==> config.mk <==
export PLATFORM = sky130hd
export DESIGN_NAME = eight_bit_cpu_alu_with_flags_core
export DESIGN_NICKNAME = d
export VERILOG_FILES = /design/src/design/alu8f_pkg.sv /design/src/design/alu8f_exec.sv /design/src/design/eight_bit_cpu_alu_with_flags_core.sv
export VERILOG_INCLUDE_DIRS = /design/src /design/src/design
export SDC_FILE = /design/constraint.sdc
export NUM_CORES = 1
export LEC_CHECK = 0
export BUFFER_PORTS_ARGS = -buffer_cell sky130_fd_sc_hd__clkbuf_2
export CAP_MARGIN = 20
export CELL_PAD_IN_SITES_DETAIL_PLACEMENT = 0
export CELL_PAD_IN_SITES_GLOBAL_PLACEMENT = 1
export CORE_MARGIN = 3
export CORE_UTILIZATION = 45
export CTS_CLUSTER_SIZE = 12
export DETAILED_ROUTE_END_ITERATION = 12
export HOLD_SLACK_MARGIN = 0.06
export PLACE_DENSITY = 0.8
export SKIP_LAST_GASP = 1
export SLEW_MARGIN = 20
export SYNTH_ARGS = -nofsm -noshare
export SYNTH_HDL_FRONTEND = slang
export SYNTH_SLANG_ARGS = --single-unit
==> constraint.sdc <==
create_clock -name clk -period 4.3 [get_ports clk]
set_input_delay 0.86 -clock clk [delete_from_list [all_inputs] [get_ports clk]]
set_output_delay 0.86 -clock clk [all_outputs]
set_load 0.02 [all_outputs]
==> src/design/eight_bit_cpu_alu_with_flags_core_defines.svh <==
// assertion macros for the alu core
`ifndef EIGHT_BIT_CPU_ALU_WITH_FLAGS_CORE_DEFINES_SVH
`define EIGHT_BIT_CPU_ALU_WITH_FLAGS_CORE_DEFINES_SVH

`ifndef NO_ASSERTIONS

// same-cycle implication, checked out of reset
`define ALU8F_ASSERT_SAME(label, ante, cons) \
    label: assert property (@(posedge clk) disable iff (!rst_n) (ante) |-> (cons)) \
        else $error("alu core check failed");

// next-cycle implication, checked out of reset
`define ALU8F_ASSERT_NEXT(label, ante, cons) \
    label: assert property (@(posedge clk) disable iff (!rst_n) (ante) |=> (cons)) \
        else $error("alu core check failed");

`else

`define ALU8F_ASSERT_SAME(label, ante, cons)
`define ALU8F_ASSERT_NEXT(label, ante, cons)

`endif

`endif

==> src/design/alu8f_pkg.sv <==
package alu8f_pkg;

    localparam int FUNC_W = 6;
    localparam int WORD_W = 16;
    localparam int BYTE_W = 8;
    localparam int BIDX_W = 3;
    localparam int FLAG_W = 4;

    localparam int FLAG_Z = 3;
    localparam int FLAG_N = 2;
    localparam int FLAG_H = 1;
    localparam int FLAG_C = 0;

    localparam logic [FUNC_W-1:0] FUNC_ADD   = 6'd0;
    localparam logic [FUNC_W-1:0] FUNC_ADC   = 6'd1;
    localparam logic [FUNC_W-1:0] FUNC_SUB   = 6'd2;
    localparam logic [FUNC_W-1:0] FUNC_SBC   = 6'd3;
    localparam logic [FUNC_W-1:0] FUNC_AND   = 6'd4;
    localparam logic [FUNC_W-1:0] FUNC_XOR   = 6'd5;
    localparam logic [FUNC_W-1:0] FUNC_OR    = 6'd6;
    localparam logic [FUNC_W-1:0] FUNC_CP    = 6'd7;
    localparam logic [FUNC_W-1:0] FUNC_INC8  = 6'd8;
    localparam logic [FUNC_W-1:0] FUNC_DEC8  = 6'd9;
    localparam logic [FUNC_W-1:0] FUNC_DAA   = 6'd10;
    localparam logic [FUNC_W-1:0] FUNC_CPL   = 6'd11;
    localparam logic [FUNC_W-1:0] FUNC_SCF   = 6'd12;
    localparam logic [FUNC_W-1:0] FUNC_CCF   = 6'd13;
    localparam logic [FUNC_W-1:0] FUNC_RLCA  = 6'd14;
    localparam logic [FUNC_W-1:0] FUNC_RRCA  = 6'd15;
    localparam logic [FUNC_W-1:0] FUNC_RLA   = 6'd16;
    localparam logic [FUNC_W-1:0] FUNC_RRA   = 6'd17;
    localparam logic [FUNC_W-1:0] FUNC_RLC   = 6'd18;
    localparam logic [FUNC_W-1:0] FUNC_RRC   = 6'd19;
    localparam logic [FUNC_W-1:0] FUNC_RL    = 6'd20;
    localparam logic [FUNC_W-1:0] FUNC_RR    = 6'd21;
    localparam logic [FUNC_W-1:0] FUNC_SLA   = 6'd22;
    localparam logic [FUNC_W-1:0] FUNC_SRA   = 6'd23;
    localparam logic [FUNC_W-1:0] FUNC_SWAP  = 6'd24;
    localparam logic [FUNC_W-1:0] FUNC_SRL   = 6'd25;
    localparam logic [FUNC_W-1:0] FUNC_BIT   = 6'd26;
    localparam logic [FUNC_W-1:0] FUNC_RES   = 6'd27;
    localparam logic [FUNC_W-1:0] FUNC_SET   = 6'd28;
    localparam logic [FUNC_W-1:0] FUNC_INC16 = 6'd29;
    localparam logic [FUNC_W-1:0] FUNC_DEC16 = 6'd30;
    localparam logic [FUNC_W-1:0] FUNC_ADD16 = 6'd31;
    localparam logic [FUNC_W-1:0] FUNC_ADDSP = 6'd32;

    localparam logic [BYTE_W-1:0] DAA_LOW_ADJ  = 8'h06;
    localparam logic [BYTE_W-1:0] DAA_HIGH_ADJ = 8'h60;
    localparam logic [BYTE_W-1:0] DAA_LIMIT    = 8'h99;
    localparam logic [3:0]        NIBBLE_LIMIT = 4'd9;

    typedef struct packed {
        logic [FUNC_W-1:0] func;
        logic [WORD_W-1:0] operand_a;
        logic [WORD_W-1:0] operand_b;
        logic [BIDX_W-1:0] bit_index;
        logic [FLAG_W-1:0] flags_in;
    } alu8f_req_t;

    typedef struct packed {
        logic [WORD_W-1:0] result;
        logic [FLAG_W-1:0] flags;
        logic              write_result;
    } alu8f_rsp_t;

endpackage

==> src/design/alu8f_exec.sv <==
module alu8f_exec
    import alu8f_pkg::*;
(
    input  alu8f_req_t req,
    output alu8f_rsp_t rsp
);

    logic [BYTE_W-1:0] a;
    logic [BYTE_W-1:0] b;
    logic              cin;
    logic              nin;
    logic              hin;
    logic              carry_t;
    logic [BYTE_W:0]   sum9;
    logic [4:0]        sum5;
    logic [BYTE_W:0]   diff9;
    logic [4:0]        diff5;
    logic [BYTE_W-1:0] inc8;
    logic [BYTE_W-1:0] dec8;
    logic [BYTE_W-1:0] daa_adj;
    logic              daa_c;
    logic [BYTE_W-1:0] daa_res;
    logic [BYTE_W-1:0] bit_mask;
    logic [BYTE_W-1:0] r8;
    logic [WORD_W:0]   sum17;
    logic [12:0]       sum13;
    logic [WORD_W-1:0] sp_sum;
    logic [4:0]        sp_h;
    logic [BYTE_W:0]   sp_c;
    logic [WORD_W-1:0] res;
    logic [FLAG_W-1:0] fo;
    logic              wr;

    assign a   = req.operand_a[BYTE_W-1:0];
    assign b   = req.operand_b[BYTE_W-1:0];
    assign cin = req.flags_in[FLAG_C];
    assign nin = req.flags_in[FLAG_N];
    assign hin = req.flags_in[FLAG_H];

    // carry in only for adc and sbc
    assign carry_t = (req.func == FUNC_ADC || req.func == FUNC_SBC) ? cin : 1'b0;

    assign sum9  = {1'b0, a} + {1'b0, b} + {8'd0, carry_t};
    assign sum5  = {1'b0, a[3:0]} + {1'b0, b[3:0]} + {4'd0, carry_t};
    assign diff9 = {1'b0, a} - {1'b0, b} - {8'd0, carry_t};
    assign diff5 = {1'b0, a[3:0]} - {1'b0, b[3:0]} - {4'd0, carry_t};
    assign inc8  = a + 8'd1;
    assign dec8  = a - 8'd1;

    always_comb
    begin
        daa_adj = '0;
        daa_c   = cin;
        if (hin || (!nin && a[3:0] > NIBBLE_LIMIT))
        begin
            daa_adj = DAA_LOW_ADJ;
        end
        if (cin || (!nin && a > DAA_LIMIT))
        begin
            daa_adj = daa_adj | DAA_HIGH_ADJ;
            daa_c   = 1'b1;
        end
    end

    assign daa_res  = nin ? (a - daa_adj) : (a + daa_adj);
    assign bit_mask = 8'd1 << req.bit_index;

    assign sum17  = {1'b0, req.operand_a} + {1'b0, req.operand_b};
    assign sum13  = {1'b0, req.operand_a[11:0]} + {1'b0, req.operand_b[11:0]};
    assign sp_sum = req.operand_a + {{BYTE_W{b[7]}}, b};
    assign sp_h   = {1'b0, req.operand_a[3:0]} + {1'b0, b[3:0]};
    assign sp_c   = {1'b0, req.operand_a[7:0]} + {1'b0, b};

    always_comb
    begin
        r8  = '0;
        res = '0;
        fo  = req.flags_in;
        wr  = 1'b1;
        unique case (req.func) inside
            FUNC_ADD, FUNC_ADC:
            begin
                r8 = sum9[7:0];
                fo = {r8 == 8'd0, 1'b0, sum5[4], sum9[8]};
            end
            FUNC_SUB, FUNC_SBC:
            begin
                r8 = diff9[7:0];
                fo = {r8 == 8'd0, 1'b1, diff5[4], diff9[8]};
            end
            FUNC_CP:
            begin
                fo = {diff9[7:0] == 8'd0, 1'b1, diff5[4], diff9[8]};
                wr = 1'b0;
            end
            FUNC_AND:
            begin
                r8 = a & b;
                fo = {r8 == 8'd0, 1'b0, 1'b1, 1'b0};
            end
            FUNC_XOR:
            begin
                r8 = a ^ b;
                fo = {r8 == 8'd0, 3'b000};
            end
            FUNC_OR:
            begin
                r8 = a | b;
                fo = {r8 == 8'd0, 3'b000};
            end
            FUNC_INC8:
            begin
                r8 = inc8;
                fo = {r8 == 8'd0, 1'b0, r8[3:0] == 4'h0, cin};
            end
            FUNC_DEC8:
            begin
                r8 = dec8;
                fo = {r8 == 8'd0, 1'b1, r8[3:0] == 4'hF, cin};
            end
            FUNC_DAA:
            begin
                r8 = daa_res;
                fo = {r8 == 8'd0, nin, 1'b0, daa_c};
            end
            FUNC_CPL:
            begin
                r8 = ~a;
                fo = {req.flags_in[FLAG_Z], 1'b1, 1'b1, cin};
            end
            FUNC_SCF:
            begin
                fo = {req.flags_in[FLAG_Z], 3'b001};
                wr = 1'b0;
            end
            FUNC_CCF:
            begin
                fo = {req.flags_in[FLAG_Z], 2'b00, ~cin};
                wr = 1'b0;
            end
            FUNC_RLCA:
            begin
                r8 = {a[6:0], a[7]};
                fo = {3'b000, a[7]};
            end
            FUNC_RRCA:
            begin
                r8 = {a[0], a[7:1]};
                fo = {3'b000, a[0]};
            end
            FUNC_RLA:
            begin
                r8 = {a[6:0], cin};
                fo = {3'b000, a[7]};
            end
            FUNC_RRA:
            begin
                r8 = {cin, a[7:1]};
                fo = {3'b000, a[0]};
            end
            FUNC_RLC:
            begin
                r8 = {a[6:0], a[7]};
                fo = {r8 == 8'd0, 2'b00, a[7]};
            end
            FUNC_RRC:
            begin
                r8 = {a[0], a[7:1]};
                fo = {r8 == 8'd0, 2'b00, a[0]};
            end
            FUNC_RL:
            begin
                r8 = {a[6:0], cin};
                fo = {r8 == 8'd0, 2'b00, a[7]};
            end
            FUNC_RR:
            begin
                r8 = {cin, a[7:1]};
                fo = {r8 == 8'd0, 2'b00, a[0]};
            end
            FUNC_SLA:
            begin
                r8 = {a[6:0], 1'b0};
                fo = {r8 == 8'd0, 2'b00, a[7]};
            end
            FUNC_SRA:
            begin
                r8 = {a[7], a[7:1]};
                fo = {r8 == 8'd0, 2'b00, a[0]};
            end
            FUNC_SWAP:
            begin
                r8 = {a[3:0], a[7:4]};
                fo = {r8 == 8'd0, 3'b000};
            end
            FUNC_SRL:
            begin
                r8 = {1'b0, a[7:1]};
                fo = {r8 == 8'd0, 2'b00, a[0]};
            end
            FUNC_BIT:
            begin
                fo = {(a & bit_mask) == 8'd0, 1'b0, 1'b1, cin};
                wr = 1'b0;
            end
            FUNC_RES:
            begin
                r8 = a & ~bit_mask;
            end
            FUNC_SET:
            begin
                r8 = a | bit_mask;
            end
            FUNC_INC16:
            begin
                res = req.operand_a + 16'd1;
            end
            FUNC_DEC16:
            begin
                res = req.operand_a - 16'd1;
            end
            FUNC_ADD16:
            begin
                res = sum17[WORD_W-1:0];
                fo  = {req.flags_in[FLAG_Z], 1'b0, sum13[12], sum17[WORD_W]};
            end
            FUNC_ADDSP:
            begin
                res = sp_sum;
                fo  = {2'b00, sp_h[4], sp_c[BYTE_W]};
            end
            default:
            begin
                wr = 1'b0;
            end
        endcase
        // byte results land in the low half
        if (req.func < FUNC_INC16)
        begin
            res = {8'd0, r8};
        end
    end

    assign rsp.result       = res;
    assign rsp.flags        = fo;
    assign rsp.write_result = wr;

endmodule

==> src/design/eight_bit_cpu_alu_with_flags_core.sv <==
// Eight-bit cpu alu with flags. Each transfer on the input channel carries an
// operation, two operands, a bit index and the incoming Z N H C flags, and
// produces exactly one transfer on the output channel with the result, the new
// flags and the write enable for the destination. The block is an input
// register, one pass of combinational alu logic and a result register, so an
// operation is held first in the input register and then in the result
// register before its result can transfer; it sustains one transfer
// per cycle, and the input stalls only while both registers are full and the
// output is stalled. There are no configuration registers and no state kept
// between operations.
`include "eight_bit_cpu_alu_with_flags_core_defines.svh"

module eight_bit_cpu_alu_with_flags_core
    import alu8f_pkg::*;
(
    input  logic              clk,
    input  logic              rst_n,
    input  logic              in_valid,
    output logic              in_stall,
    input  logic [FUNC_W-1:0] func,
    input  logic [WORD_W-1:0] operand_a,
    input  logic [WORD_W-1:0] operand_b,
    input  logic [BIDX_W-1:0] bit_index,
    input  logic [FLAG_W-1:0] flags_in,
    output logic              out_valid,
    input  logic              out_stall,
    output logic [WORD_W-1:0] result,
    output logic [FLAG_W-1:0] flags_out,
    output logic              write_result
);

    logic       s1_valid_reg;
    logic       s1_valid_next;
    alu8f_req_t s1_req_reg;
    logic       out_valid_reg;
    logic       out_valid_next;
    alu8f_rsp_t out_rsp_reg;
    alu8f_rsp_t alu_rsp;
    logic       out_open;
    logic       s1_open;

    assign out_open = !out_valid_reg || !out_stall;
    assign s1_open  = !s1_valid_reg || out_open;
    assign in_stall = !s1_open;

    assign s1_valid_next  = s1_open ? in_valid : s1_valid_reg;
    assign out_valid_next = out_open ? s1_valid_reg : out_valid_reg;

    always_ff @(posedge clk or negedge rst_n)
    begin
        if (!rst_n)
        begin
            s1_valid_reg  <= 1'b0;
            out_valid_reg <= 1'b0;
        end
        else
        begin
            s1_valid_reg  <= s1_valid_next;
            out_valid_reg <= out_valid_next;
        end
    end

    always_ff @(posedge clk)
    begin
        if (s1_open && in_valid)
        begin
            s1_req_reg <= '{func:      func,
                            operand_a: operand_a,
                            operand_b: operand_b,
                            bit_index: bit_index,
                            flags_in:  flags_in};
        end
        if (out_open && s1_valid_reg)
        begin
            out_rsp_reg <= alu_rsp;
        end
    end

    alu8f_exec u_exec
    (
        .req (s1_req_reg),
        .rsp (alu_rsp)
    );

    assign out_valid    = out_valid_reg;
    assign result       = out_rsp_reg.result;
    assign flags_out    = out_rsp_reg.flags;
    assign write_result = out_rsp_reg.write_result;

    `ALU8F_ASSERT_SAME(a_stall_only_when_full, in_stall, s1_valid_reg && out_valid_reg && out_stall)
    `ALU8F_ASSERT_NEXT(a_stage_moves_on, s1_valid_reg && out_open, out_valid_reg)
    `ALU8F_ASSERT_SAME(a_no_write_zero_result, out_valid_reg && !write_result, result == 16'd0)
    `ALU8F_ASSERT_SAME(a_out_from_stage, $rose(out_valid_reg), $past(s1_valid_reg))

endmodule

==> flow_summary.ini <==
[clocking]
cts_tree = yes
postCtsResizedCells = 0
clkSlewWorstSetupHoldPaths_ns = 0.06
postCtsSetupBuffers = 0
cts_inserted_buffers = 9
clock_tree.root_cell = sky130_fd_sc_hd__clkbuf_16
max-clock-path-buffers = 2
clock_insertion_delay_at_the_later_pin_of_the_skew_report_ns = 0.35
cts_htree_levels = 3
clkSinkCount = 68
post_cts_hold_fix_bufs = 0

[sta]
post-route-min-period_ns = 3.95
final_max_slew_viol_count = 0
timing_worst_slew_pin_value_ns = 0.890
finClkSkew_ns = 0.0143
fin_tns_setup_ns = 0
fmaxAchievable_mhz = 253
layout_setup_ws_ns = 0.350
slew_headroom_pct = 40.2
rsz0062_at_grt = false
final_hold_violating_endpoints = 0
setup_viol = 0
timing.final.crit_share_pct = 91.9

[layout]
areaGrowthSynthToFinish_pct = 13.9
layout_common_cells = sky130_fd_sc_hd__nor2_1 (78), sky130_fd_sc_hd__clkbuf_2 (71), sky130_fd_sc_hd__ha_1 (69)
stdcell_area_um2 = 7810
largest_register_ffs = 45
drive_gt1_share_pct = 17.5
mostFrequentLayoutCell = sky130_fd_sc_hd__nor2_1
final_nets = 979
antenna_cells_inserted = 0

[floorplanning]
dieArea_um2 = 16800
floorplan.initialDensity_pct = 46.7
coreArea_um2 = 14700
standard_cell_row_count = 44
die_width_um = 129
die_y_um = 129
count_of_boundary_i_o_pins = 72

[power_and_ir_drop]
vdd_drop_max_mv = 0.270
p_per_area_nw_per_um2 = 307
total_leakage_power_nw = 3.23

[detailed_routing]
antenna_left = 0
drt_pre_antenna_iters = 8
drc = 0
route.detailed.wl_per_inst_um = 23.9
postRouteWirelength_um = 25000
detailroute.via_count = 6738
detail_route.vias_per_cell = 6.44
dr.first_iter.drc_count = 612

[worst_setup_path]
timing_worst_setup_path_type = reg -> reg
timing.critical_path.slowest_cell_delay_ns = 0.51
cp_cell_sequence = nor4_4 -> nand3_1 -> fa_1 -> fa_1 -> o21a_1 -> nor2_1 -> xnor2_1 -> o21ai_0 -> a211oi_1 -> o21ai_1 -> mux2_2
worstPathRequired_ns = 4.39
internal_reg_to_reg_setup_slack_ns = 0.35
crit_top_cell = sky130_fd_sc_hd__fa_1
critical_path_buffers_and_inverters = 0
cell_with_the_biggest_individual_delay_on_the_critical_path = sky130_fd_sc_hd__edfxtp_1
cp-start-kind = register
cp_max_fo = 5
timing.critical_path.arrival_ns = 4.04
worst_setup_path_end_kind = register
crit_family = adder cells

[grt]
grt_usage_pct = 30.4
grt_overflow_total = 0
grt_max_degree = 46
grt_pass1_vias = 6454
antenna_found_initial = 0
grt_first_pass_wirelength_um = 38400

[synth]
number_of_nets_in_the_synthesized_netlist = 907
ys_async_sr_fraction_pct = 2.94
synth-main-ff-cell = sky130_fd_sc_hd__edfxtp_1
synth_edf_count = 66
ys_seq_elements = 68
synthesis.yosys.warnings = 0
synth.lib_cells_used.distinct = 79
synth-seq-area-share_pct = 29.6
synth.avg_cell_area_um2 = 8.74
mappedNetlistArea_um2 = 6860
synthesis.instances = 785

[place]
detailed_place.area_um2 = 7500
detailed_place_hpwl_um = 19200
numPortBuffers = 71
finalWeightedCongestion = 1.00
dpl_worst_slack_ns = 0.442

[job]
max_capacitance_violation_count = 0

[hold_path]
min-delay-path-class = in -> async

[outcome]
status = finished clean
==> layout make-up <==
| cell class | instances | area (um2) |
|---|---|---|
| Fill cell | 1373 | 6890 |
| Multi-Input combinational cell | 643 | 4530 |
| Sequential cell | 68 | 2030 |
| Timing Repair Buffer | 101 | 581 |
| Tap cell | 184 | 230 |
| Clock buffer | 9 | 225 |
| Inverter | 34 | 128 |
| Clock inverter | 7 | 81.3 |
==> power breakdown <==
group | switching [mW] | internal [mW]
Combinational | 0.488 | 0.285
Clock | 0.335 | 0.458
Sequential | 0.0425 | 0.790
==> final timing paths <==
check,startpoint,endpoint,cells after the start
setup / recovery,s1_req_reg[44],flags_out[1],11
hold / removal,rst_n,out_valid,1
hold reg to reg,s1_valid_reg,out_valid,1
setup reg to reg,s1_req_reg[44],flags_out[1],11
min in group clk,s1_valid_reg,out_valid,1
max in group asynchronous,rst_n,s1_valid_reg,1
==> cell usage after synthesis, types with 8 or more instances <==
| master | number | area share [%] |
|---|---|---|
| sky130_fd_sc_hd__nor2_1 | 78 | 4.3 |
| sky130_fd_sc_hd__ha_1 | 69 | 13 |
| sky130_fd_sc_hd__edfxtp_1 | 66 | 29 |
| sky130_fd_sc_hd__nand2_1 | 56 | 3.1 |
| sky130_fd_sc_hd__a21oi_1 | 51 | 3.7 |
| sky130_fd_sc_hd__o21ai_0 | 45 | 3.3 |
| sky130_fd_sc_hd__xnor2_1 | 38 | 4.9 |
| sky130_fd_sc_hd__inv_1 | 34 | 1.9 |
| sky130_fd_sc_hd__nor3_1 | 34 | 2.5 |
| sky130_fd_sc_hd__clkbuf_1 | 23 | 1.3 |
| sky130_fd_sc_hd__nand3_1 | 19 | 1.4 |
| sky130_fd_sc_hd__xor2_1 | 19 | 2.4 |
| sky130_fd_sc_hd__a21o_1 | 18 | 2.0 |
| sky130_fd_sc_hd__o22ai_1 | 14 | 1.3 |
| sky130_fd_sc_hd__a32oi_1 | 12 | 1.5 |
| sky130_fd_sc_hd__nand4_1 | 12 | 1.1 |
| sky130_fd_sc_hd__buf_2 | 11 | 0.80 |
| sky130_fd_sc_hd__a31oi_1 | 10 | 0.91 |
| sky130_fd_sc_hd__nor2b_1 | 10 | 0.91 |
| sky130_fd_sc_hd__a221oi_1 | 9 | 1.1 |
| sky130_fd_sc_hd__a211oi_1 | 8 | 0.88 |
| sky130_fd_sc_hd__nand2b_1 | 8 | 0.73 |
==> metal layers <==
layer	vias to the layer above	track usage (%)	share of wire, %
met5	-	0	0
met4	0	14.5	4.4
met3	69	4.86	8.6
met2	372	45.1	44
met1	3209	43.3	43
li1	3088	-	-
==> worst register-to-register path, cell delays in order, from the launching register on <==
cell and delay [ns]:
sky130_fd_sc_hd__edfxtp_1 0.51, sky130_fd_sc_hd__nor4_4 0.33, sky130_fd_sc_hd__nand3_1 0.28, sky130_fd_sc_hd__fa_1 0.52, sky130_fd_sc_hd__fa_1 0.47, sky130_fd_sc_hd__o21a_1 0.20
sky130_fd_sc_hd__nor2_1 0.24, sky130_fd_sc_hd__xnor2_1 0.17, sky130_fd_sc_hd__o21ai_0 0.12, sky130_fd_sc_hd__a211oi_1 0.44, sky130_fd_sc_hd__o21ai_1 0.14, sky130_fd_sc_hd__mux2_2 0.29
==> stage by stage <==
step	power, mW	utilization, %	hold slack, ns	cells
global placement	1.60	51.0	0.459	1030
global route	2.51	53.1	0.278	1046
finish	2.40	53.1	0.286	1046
CTS	2.39	53.1	0.280	1046
detailed placement	1.60	51.0	0.471	1030
floorplan	1.36	-	0.443	785
==> kinds of logic (layout without fill, tap and decap cells) <==
| family | after synthesis | in the layout | synth area share (%) |
|---|---|---|---|
| adders and majority gates | 73 | 73 | 13.8 |
| muxes | 8 | 8 | 1.22 |
| AOI/OAI and AO/OA | 236 | 236 | 23.3 |
| buffers and inverters | 74 | 151 | 4.52 |
| and+or+nand+nor | 266 | 266 | 19.5 |
| DFF | 68 | 68 | 29.6 |
| xor gates and xnor gates | 60 | 60 | 7.99 |
No activity file was read; power rests on OpenSTA's default activity.
